===== config.mk =====
export PLATFORM = sky130hd
export DESIGN_NAME = cmat_cell
export DESIGN_NICKNAME = d
export VERILOG_FILES = /design/src/design/cmat_pkg.sv /design/src/design/cmat_cell.sv
export SDC_FILE = /design/constraint.sdc
export NUM_CORES = 1
export LEC_CHECK = 0
export ABC_AREA = 1
export ABC_CLOCK_PERIOD_IN_PS = 1500
export BUFFER_PORTS_ARGS = -buffer_cell sky130_fd_sc_hd__clkbuf_2
export CAP_MARGIN = 20
export CELL_PAD_IN_SITES_DETAIL_PLACEMENT = 0
export CELL_PAD_IN_SITES_GLOBAL_PLACEMENT = 2
export CORE_ASPECT_RATIO = 1.5
export CORE_MARGIN = 2
export CORE_UTILIZATION = 22
export CTS_BUF_LIST = sky130_fd_sc_hd__clkbuf_16
export DETAILED_ROUTE_END_ITERATION = 10
export GPL_ROUTABILITY_DRIVEN = 1
export GPL_TIMING_DRIVEN = 0
export HOLD_SLACK_MARGIN = 0.06
export PLACE_DENSITY_LB_ADDON = 0.08
export SLEW_MARGIN = 15
export SYNTH_ARGS = -nofsm -noshare
export SYNTH_HDL_FRONTEND = slang
export SYNTH_SLANG_ARGS = --single-unit

===== constraint.sdc =====
create_clock -name clk -period 1.5 [get_ports clk]
set_input_delay 0.45 -clock clk [delete_from_list [all_inputs] [get_ports clk]]
set_output_delay 0.45 -clock clk [all_outputs]
set_load 0.02 [all_outputs]

===== src/design/cmat_pkg.sv =====
`default_nettype none
package cmat_pkg;

  localparam int VECTOR_LEN   = 512;
  localparam int TABLE_DEPTH  = 32;
  localparam int ELEMENT_BITS = 16;

  localparam int FRAC_BITS = ELEMENT_BITS - 1;
  localparam int PROD_W    = 2 * ELEMENT_BITS;
  // full dot sum of VECTOR_LEN products plus sign headroom
  localparam int ACC_W     = PROD_W + $clog2(VECTOR_LEN) + 1;
  localparam int POS_W     = $clog2(VECTOR_LEN + 1);
  localparam int CNT_W     = $clog2(TABLE_DEPTH + 1);
  localparam int ROW_W     = $clog2(TABLE_DEPTH + 1);
  localparam int ROWS      = TABLE_DEPTH + 1;
  localparam int ADDR_W    = $clog2(ROWS * VECTOR_LEN);

  localparam int THR_W     = 16;
  localparam int SCORE_W   = 16;
  localparam int TRACK_W   = 5;
  localparam int USE_W     = 6;
  localparam logic signed [THR_W-1:0] THR_RESET = 16'sd18022;

  typedef struct packed {
    logic signed [ELEMENT_BITS-1:0] feature_value;
    logic                           last_element;
  } in_t;

  typedef struct packed {
    logic [TRACK_W-1:0]        track_slot;
    logic signed [SCORE_W-1:0] best_score;
    logic                      matched;
    logic                      added;
    logic                      table_full;
    logic [USE_W-1:0]          entries_in_use;
  } out_t;

  // one table slot: physical RAM row, valid length of that row, dot accumulator
  typedef struct packed {
    logic [ROW_W-1:0]        row;
    logic [POS_W-1:0]        len;
    logic signed [ACC_W-1:0] acc;
  } cell_t;

  typedef struct packed {
    logic row_en;
    logic acc_en;
  } cell_ctl_t;

endpackage
`default_nettype wire


===== src/design/cmat_cell.sv =====
`default_nettype none
module cmat_cell (
  input  wire logic                       clk,
  input  wire logic                       rst_n,
  input  wire cmat_pkg::cell_ctl_t        ctl,
  input  wire logic [cmat_pkg::ROW_W-1:0] init_row,
  input  wire cmat_pkg::cell_t            d,
  output cmat_pkg::cell_t                 q
);

  cmat_pkg::cell_t q_r;

  // row/len and accumulator rotate on separate enables
  always_ff @(posedge clk) begin
    if (!rst_n) begin
      q_r.row <= init_row;
      q_r.len <= '0;
      q_r.acc <= '0;
    end else begin
      if (ctl.row_en) begin
        q_r.row <= d.row;
        q_r.len <= d.len;
      end
      if (ctl.acc_en) begin
        q_r.acc <= d.acc;
      end
    end
  end

  assign q = q_r;

endmodule
`default_nettype wire


==> flow_summary.toml <==
[logic_synthesis]
ys_ff_latch = 58
yosys.area_share.xor_xnor_pct = 0
synth_warnings = 0
synth_top_family_by_area = "simple AND/OR/NAND/NOR gates"
synth_compound_area_share_pct = 0
syn_inst = 337
synthesis.nets = 405
synth-simple-area-share_pct = 35.6
ys_types = 9
synthesis.area_um2 = 2310
synth.avg_cell_area_um2 = 6.85
synthAdderAreaFrac_pct = 0
synthMuxAreaShare_pct = 0
synth_seq_area_share_pct = 52.9
yosys.area.top_type = "dfxtp_1"
synth_top_area_share_pct = 45.1
synth_area_leaders = "dfxtp_1, nand2_1, nor2_1, edfxtp_1, inv_1"

[die]
ios = 126
dieHeight_um = 129
rows = 45
core_area_um2 = 10200
fp.dieW_um = 87.6
die-area_um2 = 11300
start_util_pct = 22.7

[route]
drt-wirelength-per-cell_um = 10.3
drc = 0
drt-pass1-iter-count = 4
wl_um = 6360
vias = 2305
ant_nets = 0
vias_per_cell = 3.74
first_iter_violations = 63

[placed_design]
place_worst_setup_slack_ps = -16.5
portBuffers = 123
gp_congestion = 0.678
place_inst = 601
dp.final_hpwl_um = 4770

[final_layout]
largest_reg_flops = 58
fin_util_pct = 32.9
area_growth_pct = 45.3
final_common_cell = "nand2_1"
n_antenna_cell = 0
most-common-layout-cells = "nand2_1, clkbuf_2, nor2_1, dfxtp_1, inv_1"
finalNonFillerCells = 617
drive_gt1_share_pct = 32.1
nets = 539

[global_route]
grt_overflow = 0
grt_pass1_vias = 2164
grt_pass1_wl_um = 10200
antenna_found_initial = 0
grt_max_degree = 11
track_usage_pct = 12.0

[sta]
hold_viol = 0
max_clock_freq_mhz = 760
drv_slew = 0
worstMarginPinSlew_ps = 241
fin_skew_ps = 0
period_share_pct = 87.8
finalSetupTns_ps = 0
min_period_ps = 1320
setup_viol = 0
layout_setup_ws_ps = 184
rsz0062_at_grt = "no"
slew_headroom_pct = 83.9

[job]
max-cap-violations = 0

[clock_network]
postCtsSetupRepairBufs = 0
cts_resized = 0
insertion_delay_ps = 320
cts_buffers = 9
cts_sinks = 58
cts_tree = "yes"
clk_pin_slew_ps = 50
hold_buffers = 0
clockBufferDepth = 2
cts-root-buf = "clkbuf_16"
h-tree-depth = 3

[worst_setup_path]
cpPeakStageDelay_ps = 370
startpoint_type = "flip-flop"
path_max_fanout = 1
path_cells = "clkbuf_2"
end_kind = "output pin"
arrival_ps = 870
crit_buf_inv = 1
path_class = "flip-flop to output pin"
worst_ep_required_time_ps = 1050
crit_slowest_cell = "edfxtp_1"
critPathTopFamily = "flip-flops"

[pwr]
p_leak_nw = 1.99
vdd_drop_max_mv = 0.510
finalPower_mw = 4.08
power_density_nw_per_um2 = 1220

[outcome]
status = "completed"

[min_path]
worstHoldPathType = "primary input to flip-flop"
==> kinds of logic (layout without fill, tap and decap cells) <==
group / Yosys count / after routing
flops: 58 / 58
buf+inv: 61 / 200
simple gates: 218 / 218
==> worst paths after layout <==
kind,to,depth (start not counted),slack [ps],startpoint
worst min register to register,q[47],2,440,q[47]
worst max-delay path,q[56],1,180,q[56]
worst min-delay path,q[45],3,320,d[45]
worst max register to register,q[25],2,940,q[25]
==> cell type report <==
cell class,instances,area [um^2]
clock inverter,7,28.8
inverter,45,169
buffer,16,97.6
timing repair buffer,123,616
multi-input combinational,218,821
sequential,58,1220
clock buffer,9,225
tap,141,176
fill,1159,6840
==> where the power goes <==
| part | leakage, nW | internal [mW] | switching (mW) | total, mW |
|---|---|---|---|---|
| logic | 1.36 | 0.229 | 0.368 | 0.598 |
| clock network | 0.134 | 1.08 | 0.670 | 1.75 |
| registers | 0.495 | 1.69 | 0.0537 | 1.74 |
| total | 1.99 | 2.99 | 1.09 | 4.08 |
==> layer usage <==
metal / up-vias / part of all wire, % / GRT usage [%]
met5: - / 0 / 0
met4: 0 / 3.0 / 8.42
met3: 11 / 7.8 / 3.57
met2: 93 / 47 / 18.9
met1: 963 / 42 / 13.7
li1: 1238 / - / -
==> cells in the mapped netlist <==
cell	number
nand2_1	133
nor2_1	84
dfxtp_1	52
inv_1	43
buf_2	9
buf_4	7
edfxtp_1	6
inv_2	2
nor2_2	1
==> metrics by stage <==
step | cell area [um^2] | hold slack, ps
floorplan | 2310 | 521
global placement | 3100 | 430
detailed placement | 3100 | 436
CTS | 3350 | 303
global route | 3350 | 328
finish | 3350 | 315
No activity file was read; power rests on OpenSTA's default activity.
